`config.mk`:
```
export PLATFORM = sky130hd
export DESIGN_NAME = word_punct_apostrophe_tokeniser
export DESIGN_NICKNAME = d
export VERILOG_FILES = /design/src/rtl/core/wpat_pkg.sv /design/src/rtl/core/wpat_front.sv /design/src/rtl/core/wpat_fifo.sv /design/src/rtl/core/wpat_back.sv /design/src/rtl/core/word_punct_apostrophe_tokeniser.sv
export SDC_FILE = /design/constraint.sdc
export NUM_CORES = 1
export LEC_CHECK = 0
export BUFFER_PORTS_ARGS = -buffer_cell sky130_fd_sc_hd__clkbuf_2
export CAP_MARGIN = 10
export CORE_ASPECT_RATIO = 0.6
export CORE_MARGIN = 2
export CORE_UTILIZATION = 55
export CTS_CLUSTER_SIZE = 24
export DETAILED_ROUTE_END_ITERATION = 12
export PLACE_DENSITY = 0.78
export SLEW_MARGIN = 0
export SYNTH_ARGS = -nofsm -noshare
export SYNTH_HDL_FRONTEND = slang
export SYNTH_HIERARCHICAL = 1
export SYNTH_SLANG_ARGS = --single-unit
export TNS_END_PERCENT = 10
```
`constraint.sdc`:
```
create_clock -name clk -period 5.6 [get_ports clk]
set_clock_uncertainty 0.1 [all_clocks]
set_input_delay 1.12 -clock clk [delete_from_list [all_inputs] [get_ports clk]]
set_output_delay 1.12 -clock clk [all_outputs]
set_load 0.005 [all_outputs]
```
`src/rtl/core/wpat_pkg.sv`:
```
`timescale 1ns / 1ps
`default_nettype none

package wpat_pkg;

    // field widths
    localparam int OFF_W = 16;
    localparam int LEN_W = 17;
    localparam int POS_W = 17;
    localparam int MAX_RES = 3;
    localparam int CNT_W = 2;

    // saturation limit default, capped by the offset range
    localparam longint unsigned MAX_TEXT_BYTES_DEF = 64'd65536;
    localparam longint unsigned OFF_RANGE = 64'd65536;

    // bundle queue size
    localparam int FIFO_DEPTH = 4;
    localparam int FIFO_AW = 2;

    // stream widths
    localparam int S_DATA_W = 8;
    localparam int M_DATA_W = 40;
    localparam int M_USER_W = 2;

    // all results caused by one accepted byte
    typedef struct packed {
        logic [CNT_W-1:0]              count;
        logic                          last;
        logic                          ovf;
        logic [MAX_RES-1:0][OFF_W-1:0] off;
        logic [MAX_RES-1:0][LEN_W-1:0] len;
    } wpat_bundle_t;

    typedef struct packed {
        logic empty;
        logic full;
    } wpat_fifo_stat_t;

    typedef struct packed {
        logic [POS_W-1:0] pos;
        logic             open;
        logic             pend;
    } wpat_front_stat_t;

endpackage

`default_nettype wire

```
`src/rtl/core/wpat_front.sv`:
```
`timescale 1ns / 1ps
`default_nettype none

module wpat_front #(
    parameter longint unsigned MAX_TEXT_BYTES = wpat_pkg::MAX_TEXT_BYTES_DEF
) (
    input  wire logic                      clk,
    input  wire logic                      rst_n,
    input  wire logic                      accept,
    input  wire logic [7:0]                text_byte,
    input  wire logic                      is_last,
    output logic                           push,
    output wpat_pkg::wpat_bundle_t         bundle,
    output wpat_pkg::wpat_front_stat_t     stat
);

    localparam logic [wpat_pkg::POS_W-1:0] LIMIT =
        (MAX_TEXT_BYTES > wpat_pkg::OFF_RANGE) ? wpat_pkg::POS_W'(wpat_pkg::OFF_RANGE)
                                               : wpat_pkg::POS_W'(MAX_TEXT_BYTES);
    localparam logic [wpat_pkg::POS_W-1:0] LIMIT_M1 = LIMIT - 1'b1;

    localparam logic [7:0] CH_SPACE = 8'h20;
    localparam logic [7:0] CH_TAB   = 8'h09;
    localparam logic [7:0] CH_LF    = 8'h0A;
    localparam logic [7:0] CH_CR    = 8'h0D;
    localparam logic [7:0] CH_STOP  = 8'h2E;
    localparam logic [7:0] CH_COMMA = 8'h2C;
    localparam logic [7:0] CH_EXCL  = 8'h21;
    localparam logic [7:0] CH_QUEST = 8'h3F;
    localparam logic [7:0] CH_SEMI  = 8'h3B;
    localparam logic [7:0] CH_COLON = 8'h3A;
    localparam logic [7:0] CH_APOS  = 8'h27;

    function automatic logic [wpat_pkg::LEN_W-1:0] tok_len(
        input logic [wpat_pkg::POS_W-1:0] e,
        input logic [wpat_pkg::OFF_W-1:0] b
    );
        logic [wpat_pkg::POS_W-1:0] bx;
        bx = {1'b0, b};
        tok_len = (e > bx) ? (e - bx) : wpat_pkg::LEN_W'(1);
    endfunction

    logic [wpat_pkg::POS_W-1:0] pos_reg, pos_next;
    logic                       open_reg, open_next;
    logic [wpat_pkg::OFF_W-1:0] begin_reg, begin_next;
    logic                       pend_reg, pend_next;
    logic                       ovf_reg, ovf_next;

    logic                       b_space, b_punct, b_apos, b_word;
    logic [wpat_pkg::OFF_W-1:0] off_cur;
    logic [wpat_pkg::POS_W-1:0] aoff, aend, pos_inc;
    logic                       ovf_now;
    logic [wpat_pkg::CNT_W-1:0] cnt;

    // byte classes
    always_comb
    begin
        b_space = (text_byte == CH_SPACE) || (text_byte == CH_TAB) ||
                  (text_byte == CH_LF)    || (text_byte == CH_CR);
        b_punct = (text_byte == CH_STOP)  || (text_byte == CH_COMMA) ||
                  (text_byte == CH_EXCL)  || (text_byte == CH_QUEST) ||
                  (text_byte == CH_SEMI)  || (text_byte == CH_COLON);
        b_apos  = (text_byte == CH_APOS);
        b_word  = !b_space && !b_punct && !b_apos;
    end

    // token step for one byte, results in order
    always_comb
    begin
        cnt        = '0;
        bundle     = '0;
        open_next  = open_reg;
        begin_next = begin_reg;
        pend_next  = 1'b0;
        off_cur    = (pos_reg < LIMIT) ? pos_reg[wpat_pkg::OFF_W-1:0]
                                       : LIMIT_M1[wpat_pkg::OFF_W-1:0];
        aoff       = (pos_reg != '0) ? (pos_reg - 1'b1) : '0;
        aend       = ovf_reg ? LIMIT : aoff;
        ovf_now    = ovf_reg || (pos_reg >= LIMIT);
        pos_inc    = (pos_reg < LIMIT) ? (pos_reg + 1'b1) : LIMIT;

        // held apostrophe, the new byte is its right neighbour
        if (pend_reg)
        begin
            if (open_next && !b_word)
            begin
                bundle.off[cnt] = begin_next;
                bundle.len[cnt] = tok_len(aend, begin_next);
                cnt = cnt + 1'b1;
                open_next = 1'b0;
                bundle.off[cnt] = aoff[wpat_pkg::OFF_W-1:0];
                bundle.len[cnt] = wpat_pkg::LEN_W'(1);
                cnt = cnt + 1'b1;
            end
            else if (!open_next && b_word)
            begin
                begin_next = aoff[wpat_pkg::OFF_W-1:0];
                open_next  = 1'b1;
            end
            else if (!open_next)
            begin
                bundle.off[cnt] = aoff[wpat_pkg::OFF_W-1:0];
                bundle.len[cnt] = wpat_pkg::LEN_W'(1);
                cnt = cnt + 1'b1;
            end
        end

        // the new byte; a final apostrophe acts as punctuation
        if (b_space || b_punct || (b_apos && is_last))
        begin
            if (open_next)
            begin
                bundle.off[cnt] = begin_next;
                bundle.len[cnt] = tok_len(pos_reg, begin_next);
                cnt = cnt + 1'b1;
                open_next = 1'b0;
            end
            if (!b_space)
            begin
                bundle.off[cnt] = off_cur;
                bundle.len[cnt] = wpat_pkg::LEN_W'(1);
                cnt = cnt + 1'b1;
            end
        end
        else if (b_apos)
        begin
            pend_next = 1'b1;
        end
        else if (!open_next)
        begin
            begin_next = off_cur;
            open_next  = 1'b1;
        end

        pos_next = pos_inc;
        ovf_next = ovf_now;

        // end of text closes the token and returns to reset state
        if (is_last)
        begin
            if (open_next)
            begin
                bundle.off[cnt] = begin_next;
                bundle.len[cnt] = tok_len(pos_inc, begin_next);
                cnt = cnt + 1'b1;
            end
            open_next  = 1'b0;
            begin_next = '0;
            pend_next  = 1'b0;
            pos_next   = '0;
            ovf_next   = 1'b0;
        end

        bundle.count = cnt;
        bundle.last  = is_last;
        bundle.ovf   = ovf_now;
        push         = accept && (cnt != '0);
    end

    // state registers
    always_ff @(posedge clk or negedge rst_n)
    begin
        if (!rst_n)
        begin
            pos_reg   <= '0;
            open_reg  <= 1'b0;
            begin_reg <= '0;
            pend_reg  <= 1'b0;
            ovf_reg   <= 1'b0;
        end
        else if (accept)
        begin
            pos_reg   <= pos_next;
            open_reg  <= open_next;
            begin_reg <= begin_next;
            pend_reg  <= pend_next;
            ovf_reg   <= ovf_next;
        end
    end

    assign stat.pos  = pos_reg;
    assign stat.open = open_reg;
    assign stat.pend = pend_reg;

endmodule

`default_nettype wire

```
`src/rtl/core/wpat_fifo.sv`:
```
`timescale 1ns / 1ps
`default_nettype none

module wpat_fifo (
    input  wire logic                      clk,
    input  wire logic                      rst_n,
    input  wire logic                      push,
    input  wire wpat_pkg::wpat_bundle_t    push_data,
    input  wire logic                      pop,
    output wpat_pkg::wpat_bundle_t         head,
    output wpat_pkg::wpat_fifo_stat_t      stat
);

    wpat_pkg::wpat_bundle_t            mem_reg [wpat_pkg::FIFO_DEPTH];
    logic [wpat_pkg::FIFO_AW-1:0]      wr_ptr_reg, wr_ptr_next;
    logic [wpat_pkg::FIFO_AW-1:0]      rd_ptr_reg, rd_ptr_next;
    logic [wpat_pkg::FIFO_AW:0]        count_reg, count_next;
    logic                              do_push, do_pop;

    // pointer and fill count
    always_comb
    begin
        do_push     = push && (count_reg != wpat_pkg::FIFO_DEPTH[wpat_pkg::FIFO_AW:0]);
        do_pop      = pop && (count_reg != '0);
        wr_ptr_next = do_push ? (wr_ptr_reg + 1'b1) : wr_ptr_reg;
        rd_ptr_next = do_pop ? (rd_ptr_reg + 1'b1) : rd_ptr_reg;
        count_next  = count_reg;
        if (do_push && !do_pop)
        begin
            count_next = count_reg + 1'b1;
        end
        else if (do_pop && !do_push)
        begin
            count_next = count_reg - 1'b1;
        end
    end

    always_ff @(posedge clk or negedge rst_n)
    begin
        if (!rst_n)
        begin
            wr_ptr_reg <= '0;
            rd_ptr_reg <= '0;
            count_reg  <= '0;
        end
        else
        begin
            wr_ptr_reg <= wr_ptr_next;
            rd_ptr_reg <= rd_ptr_next;
            count_reg  <= count_next;
        end
    end

    // bundle storage
    always_ff @(posedge clk)
    begin
        if (do_push)
        begin
            mem_reg[wr_ptr_reg] <= push_data;
        end
    end

    assign head       = mem_reg[rd_ptr_reg];
    assign stat.empty = (count_reg == '0);
    assign stat.full  = (count_reg == wpat_pkg::FIFO_DEPTH[wpat_pkg::FIFO_AW:0]);

endmodule

`default_nettype wire

```
`src/rtl/core/wpat_back.sv`:
```
`timescale 1ns / 1ps
`default_nettype none

module wpat_back (
    input  wire logic                            clk,
    input  wire logic                            rst_n,
    input  wire wpat_pkg::wpat_bundle_t          head,
    input  wire wpat_pkg::wpat_fifo_stat_t       fifo_stat,
    output logic                                 pop,
    output logic                                 m_tvalid,
    input  wire logic                            m_tready,
    output logic [wpat_pkg::M_DATA_W-1:0]        m_tdata,
    output logic                                 m_tlast,
    output logic [wpat_pkg::M_USER_W-1:0]        m_tuser
);

    logic [wpat_pkg::CNT_W-1:0]  idx_reg, idx_next;
    logic                        valid_reg, valid_next;
    logic [wpat_pkg::OFF_W-1:0]  off_reg;
    logic [wpat_pkg::LEN_W-1:0]  len_reg;
    logic                        run_reg, done_reg, ovf_reg;
    logic                        load, final_res;

    // next result of the head bundle into the output register
    always_comb
    begin
        load       = !fifo_stat.empty && (!valid_reg || m_tready);
        final_res  = (idx_reg == (head.count - 1'b1));
        pop        = load && final_res;
        idx_next   = idx_reg;
        valid_next = valid_reg;
        if (load)
        begin
            idx_next   = final_res ? '0 : (idx_reg + 1'b1);
            valid_next = 1'b1;
        end
        else if (m_tready)
        begin
            valid_next = 1'b0;
        end
    end

    always_ff @(posedge clk or negedge rst_n)
    begin
        if (!rst_n)
        begin
            idx_reg   <= '0;
            valid_reg <= 1'b0;
        end
        else
        begin
            idx_reg   <= idx_next;
            valid_reg <= valid_next;
        end
    end

    // output payload
    always_ff @(posedge clk)
    begin
        if (load)
        begin
            off_reg  <= head.off[idx_reg];
            len_reg  <= head.len[idx_reg];
            run_reg  <= final_res;
            done_reg <= final_res && head.last;
            ovf_reg  <= head.ovf;
        end
    end

    assign m_tvalid = valid_reg;
    assign m_tdata  = {{(wpat_pkg::M_DATA_W - wpat_pkg::OFF_W - wpat_pkg::LEN_W){1'b0}},
                       len_reg, off_reg};
    assign m_tlast  = run_reg;
    assign m_tuser  = {ovf_reg, done_reg};

endmodule

`default_nettype wire

```
`src/rtl/core/word_punct_apostrophe_tokeniser.sv`:
```
// channel   dir  transfer                                  fields, lowest bit up
// s_axis    in   one text byte                             tdata: text_byte; tlast: is_last
// m_axis    out  one token                                 tdata: token_offset, token_length;
//                                                          tlast: last_of_run;
//                                                          tuser: text_done, overflow
//
// one text byte is taken every cycle while the bundle queue has room
// each byte yields zero to three tokens, sent from the output register one per ready cycle
// the back end sends a byte's tokens in turn; the four-bundle queue absorbs bursts
// rst_n clears all token state at once; no clearing pass
// a stalled output keeps taking bytes until the queue fills
`timescale 1ns / 1ps
`default_nettype none

module word_punct_apostrophe_tokeniser #(
    parameter longint unsigned MAX_TEXT_BYTES = wpat_pkg::MAX_TEXT_BYTES_DEF
) (
    input  wire logic                             clk,
    input  wire logic                             rst_n,
    input  wire logic                             s_tvalid,
    output logic                                  s_tready,
    input  wire logic [wpat_pkg::S_DATA_W-1:0]    s_tdata,   // text_byte
    input  wire logic                             s_tlast,   // is_last
    output logic                                  m_tvalid,
    input  wire logic                             m_tready,
    output logic [wpat_pkg::M_DATA_W-1:0]         m_tdata,   // token_offset, token_length, pad
    output logic                                  m_tlast,   // last_of_run
    output logic [wpat_pkg::M_USER_W-1:0]         m_tuser    // text_done, overflow
);

    wpat_pkg::wpat_bundle_t      bundle, head;
    wpat_pkg::wpat_fifo_stat_t   fifo_stat;
    wpat_pkg::wpat_front_stat_t  front_stat;
    logic                        accept, push, pop;

    // input transfer
    assign s_tready = !fifo_stat.full;
    assign accept   = s_tvalid && s_tready;

    wpat_front #(
        .MAX_TEXT_BYTES (MAX_TEXT_BYTES)
    ) u_front (
        .clk       (clk),
        .rst_n     (rst_n),
        .accept    (accept),
        .text_byte (s_tdata),
        .is_last   (s_tlast),
        .push      (push),
        .bundle    (bundle),
        .stat      (front_stat)
    );

    wpat_fifo u_fifo (
        .clk       (clk),
        .rst_n     (rst_n),
        .push      (push),
        .push_data (bundle),
        .pop       (pop),
        .head      (head),
        .stat      (fifo_stat)
    );

    wpat_back u_back (
        .clk       (clk),
        .rst_n     (rst_n),
        .head      (head),
        .fifo_stat (fifo_stat),
        .pop       (pop),
        .m_tvalid  (m_tvalid),
        .m_tready  (m_tready),
        .m_tdata   (m_tdata),
        .m_tlast   (m_tlast),
        .m_tuser   (m_tuser)
    );

    // end of text returns the front end to its reset state
    a_text_end_resets: assert property (@(posedge clk) disable iff (!rst_n)
        (accept && s_tlast) |=>
        (front_stat.pos == '0 && !front_stat.open && !front_stat.pend))
        else $error("token state not cleared after final byte");

    // text_done only on the final token of a run
    a_done_is_run_end: assert property (@(posedge clk) disable iff (!rst_n)
        (m_tvalid && m_tuser[0]) |-> m_tlast)
        else $error("text_done without last_of_run");

    // a token never has zero length
    a_len_nonzero: assert property (@(posedge clk) disable iff (!rst_n)
        m_tvalid |-> (m_tdata[32:16] != '0))
        else $error("zero token length");

    // a full queue with no pop does not lose its bundles
    a_no_push_full: assert property (@(posedge clk) disable iff (!rst_n)
        (fifo_stat.full && !pop) |=> !fifo_stat.empty)
        else $error("queue lost a bundle");

endmodule

`default_nettype wire

```
# Yosys cells after proc, flatten, opt, wreduce, memory -nomap -nowiden
# Memories as Yosys holds them, arrays and structs flattened.
# Cells that the tools add are included.
totals:
  regBits: 82
  ram_bits: 412
  wordCells: 183
  memories: 1
mem_list:
  columns: ["name", "words", "word_bits", "read_ports", "rd_ports_with_merged_regs", "wr", "line", "source"]
  rows:
  - ["u_fifo.mem_reg", 4, 103, 1, 0, 1, "wpat_fifo.sv:14", "wpat_pkg::wpat_bundle_t mem_reg [wpat_pkg::FIFO_DEPTH];"]
classes:
  add_sub_neg: 14
  magnitude_cmp: 12
  n_eq_ne: 14
  n_mux: 79
  bitwise_logic: 3
  n_reduce_logical: 45
op_table:
  columns: ["operator", "count"]
  rows:
  - ["99-bit two-way mux", 6]
  - ["16-bit two-way mux", 16]
  - ["17-bit two-way mux", 13]
  - ["48-bit bitwise mux", 3]
  - ["51-bit bitwise mux", 2]
  - ["17-bit demux with 2-bit select", 3]
  - ["16-bit demux with 2-bit select", 3]
  - ["8-bit by 6-bit equality test with 1-bit output (second input constant)", 8]
  - ["17-bit by 16-bit greater-than comparator with 1-bit output", 3]
  - ["17-bit by 16-bit subtractor with 17-bit output", 3]
  - ["48-bit bitwise AND", 1]
  - ["48-bit NOT", 1]
  - ["17-bit binary-select mux with 2-bit select", 1]
  - ["34-bit two-way mux", 1]
  - ["16-bit binary-select mux with 2-bit select", 1]
  - ["32-bit two-way mux", 1]
  - ["8-bit by 4-bit equality test with 1-bit output (second input constant)", 3]
  - ["2-bit two-way mux", 10]
  - ["17-bit by 1-bit adder with 17-bit output (second input constant)", 1]
  - ["17-bit >= comparator (second input constant)", 1]
  - ["1-bit logical AND", 17]
  - ["17-bit < comparator (second input constant)", 1]
  - ["1-bit two-way mux", 17]
  - ["17-bit nonzero test", 1]
  - ["other kinds (17)", 50]

# Depth between registers and ports, before layout
logic_depth:
  ltp_word: 29
  ltp_mapped: 24
  depth_no_buf: 22

# Modules after synthesis
# The synthesis kept the hierarchy.
modules_own_cells:
  columns: ["mod", "n_inst", "cells_per_inst", "area_each_um2", "seq_area_each_um2"]
  rows:
  - ["wpat_fifo", 1, 575, 15288.4, 12547.0]
  - ["wpat_front", 1, 1022, 6989.2, 900.9]
  - ["wpat_back", 1, 178, 2054.5, 1156.1]
  - ["word_punct_apostrophe_tokeniser", 1, 2, 10.0, 0.0]

# Least setup slack after synthesis
# No wires, ideal clock.
synth_timing:
  path_kind: "input -> register"
  startpoint: "input s_tdata[1] in the netlist's numbering"
  endpoint: "memory u_fifo/mem_reg[0][0] in the netlist's numbering (enable)"
  setup_ps: 474
  arrival_ps: 5943
  t_required_ps: 5026
  slack_ps: -917
  cell_stages: 14
  n_path_buf: 2
  path_cell_list: "buf_2 and3_4 a31oi_1 o2bb2ai_1 a21oi_1 nor2_1 maj3_1 a2bb2oi_1 ha_1 mux2i_1 o21a_1 nor2b_1 buf_2 and2_1"
synth_rtl:
  columns: ["item", "line", "source"]
  rows:
  - ["start, declared", "word_punct_apostrophe_tokeniser.sv:22", "input wire logic [wpat_pkg::S_DATA_W-1:0] s_tdata,"]
  - ["end, declared", "wpat_fifo.sv:14", null]

==> impl_results.md <==
* Die area at 46000 um2
* TritonRoute pass-1 iters at 7
* Max VDD drop at 0.000972 V
* Routing usage on met3 at 11.3%
* Place WS at -0.508 ns
* Hold buffer count at CTS at 0
* CP endpoint kind: flip-flop
* Pleak at 0.0103 uW
* Final setup fails at 0
* Clk buf depth at 3
* Cell breakdown of the critical path: nor4_1, nand4_1, nor2_1, buf_12, or3_1, ha_1, inv_1, fa_1, a21o_1, a21oi_1, o21ai_0, a21oi_1, o21bai_1, a21oi_1, o221ai_1, o41ai_1, xnor2_1, nand2_1, o221ai_2
* Rel. slew slack at a little over a fifth
* Crit-path max cell delay at between 0.4 and 0.5 ns
* Drt via density at 6.47
* Hold depth at 1
* Warnings, synthesis at 6
* Gpl congestion at between 1 and 1.5
* PortBufs at 50
* Post-Synthesis Cells at ~1800
* Num CTS Buffers at 45
* Slew @ Worst Pin at about 1.2 ns
* Hpwl dp at 51.4 mm
* Syn avg cell area at 13.7 um2
* Clock Latency Late Sink at around 0.58 ns
* Row count at 59
* Routed Antenna Nets at 0
* # IOs at between 50 and 60
* CTS Root Cell: clkbuf_16
* Reg-to-reg endpoint: u_fifo/mem_reg[2][14]
* MaxCap Viol Count at 0
* DRC violations left at 0
* Post-layout minimum cycle time at ~5.3 ns
* Area of the mapped netlist at 24300 um2
* Commonest non-fill, non-tap cell in the layout: edfxtp_1
* Final WS setup at 0.260 ns
* Reg-to-reg setup timing slack at 0.26 ns
* Largest net degree at the start of global routing at between 60 and 70
* Total Wirelength at a little over 70 mm
* Status: completed
* R2R Path Start: u_front/pos_reg[12]
* First-pass GRT wire length at approximately 110 mm
* Layout cell share with drive strength beyond 1 at roughly 25%
* Crit path launch: u_front/pos_reg[12]
* Clock Pin Slew Worst Setup and Hold Paths at 0.06 ns
* M1 GR Usage at ~51%
* Hold Crit Class: flip-flop to flip-flop
* Vias in the first global route at about 16000
* Initial DRC count at roughly 2700
* Hold Crit Endpoint: u_fifo/count_reg[2]
* Clock Sinks at ~490
* Core Area at between 40000 and 50000 um2
* Overall Power at 16400 uW
* Unrepaired setup endpoints after global routing: false
* Crit-path most repeated cell: a21oi_1
* WHS at 0.401 ns
* Setup TNS at 0 ns
* Critical Path Start Type: flip-flop
* Crit path DAT at 5.54 ns
* Pwr dens at 582 nW/um2
* Most frequent cells in the layout: edfxtp_1, buf_4, nand2_1
* CP Class: flip-flop to flip-flop
* Hold path start: u_fifo/count_reg[2]
* # H-tree levels at 2
* Path depth of the worst reg2reg path at 19
* Period utilization at between 90% and 100%
* Horiz. Die Dim at approximately 280 um
* Crit Path Max Fanout at 11
* Synth-to-layout area growth at 15.9%
* Post-layout util at about two thirds
* CTS tree: built
* Fmax at 187 MHz
* Mean routed wirelength per cell at between 20 and 30 um
* Routing usage on met2 at 40.2%
* Starting Density at a little under three fifths
* DIE HEIGHT at between 150 and 200 um
* Nets at 2073
* Routed via count at 16919
* GRT Max-Usage Layer: met1
* Crit path required time at between 5 and 6 ns
* Antenna violations before repair at 3
* Max reg flops at approximately 400
* Hold Vio Cnt, Final at 0
* GRT Total Usage at ~31%
* GRT Residual Overflow at 0
* CP max-delay cell: nor4_1
* Max-slew violation count at 0
[per-stage QoR]
stage          std cells  instance area (um2)
2_1_floorplan       1781                24400
3_3_place_gp        2531                26700
3_5_place_dp        2531                26700
4_1_cts             2612                28100
5_1_grt             2613                28200
6_report            2615                28200
[critical path, delay by kind of cell (launching register included)]
family / cells / cell delay [ns]
xor gates and xnor gates: 1 / 0.13
adders and majority gates: 2 / 0.63
buffers and inverters: 2 / 0.25
AOI/OAI and AO/OA: 9 / 2.27
and+or+nand+nor: 5 / 1.23
DFF: 1 / 0.45
[layer usage]
layer	part of all wire, %	up-vias
li1	-	7264
met1	44	8518
met2	40	1057
met3	15	80
met4	1.2	0
met5	0	-
[cell type report]
type,instances,area (um2)
Tap cell,579,724
Clock inverter,26,267
Inverter,80,300
Clock buffer,55,1160
Sequential cell,494,14600
Fill cell,3114,15300
Timing Repair Buffer,283,2190
Antenna cell,2,5.00
Multi-Input combinational cell,1096,8940
[worst max-delay path by stage]
stage / to / slack, ns
2_1_floorplan: u_fifo/mem_reg[1][0] / -0.92
3_3_place_gp: u_fifo/mem_reg[0][11] / -0.35
3_5_place_dp: u_fifo/mem_reg[0][11] / -0.51
4_1_cts: u_fifo/mem_reg[0][34] / 0.06
5_1_grt: u_fifo/mem_reg[3][8] / 0.006
6_report: u_fifo/mem_reg[2][14] / 0.26
[power breakdown]
group,leakage (uW),internal (uW),switching [uW]
combinational,0.00482,3460,4820
sequential,0.00480,4730,373
clock,0.000694,1680,1350
[repair_timing]
| item | 4_1_cts | 5_1_grt |
|---|---|---|
| buffers inserted | 0 | 1 |
| gates resized for setup | 0 | 17 |
| endpoints found under the hold margin | 0 | 0 |
| setup endpoints to repair | 0 | 204 |
Power figures use the tool's default switching activity.
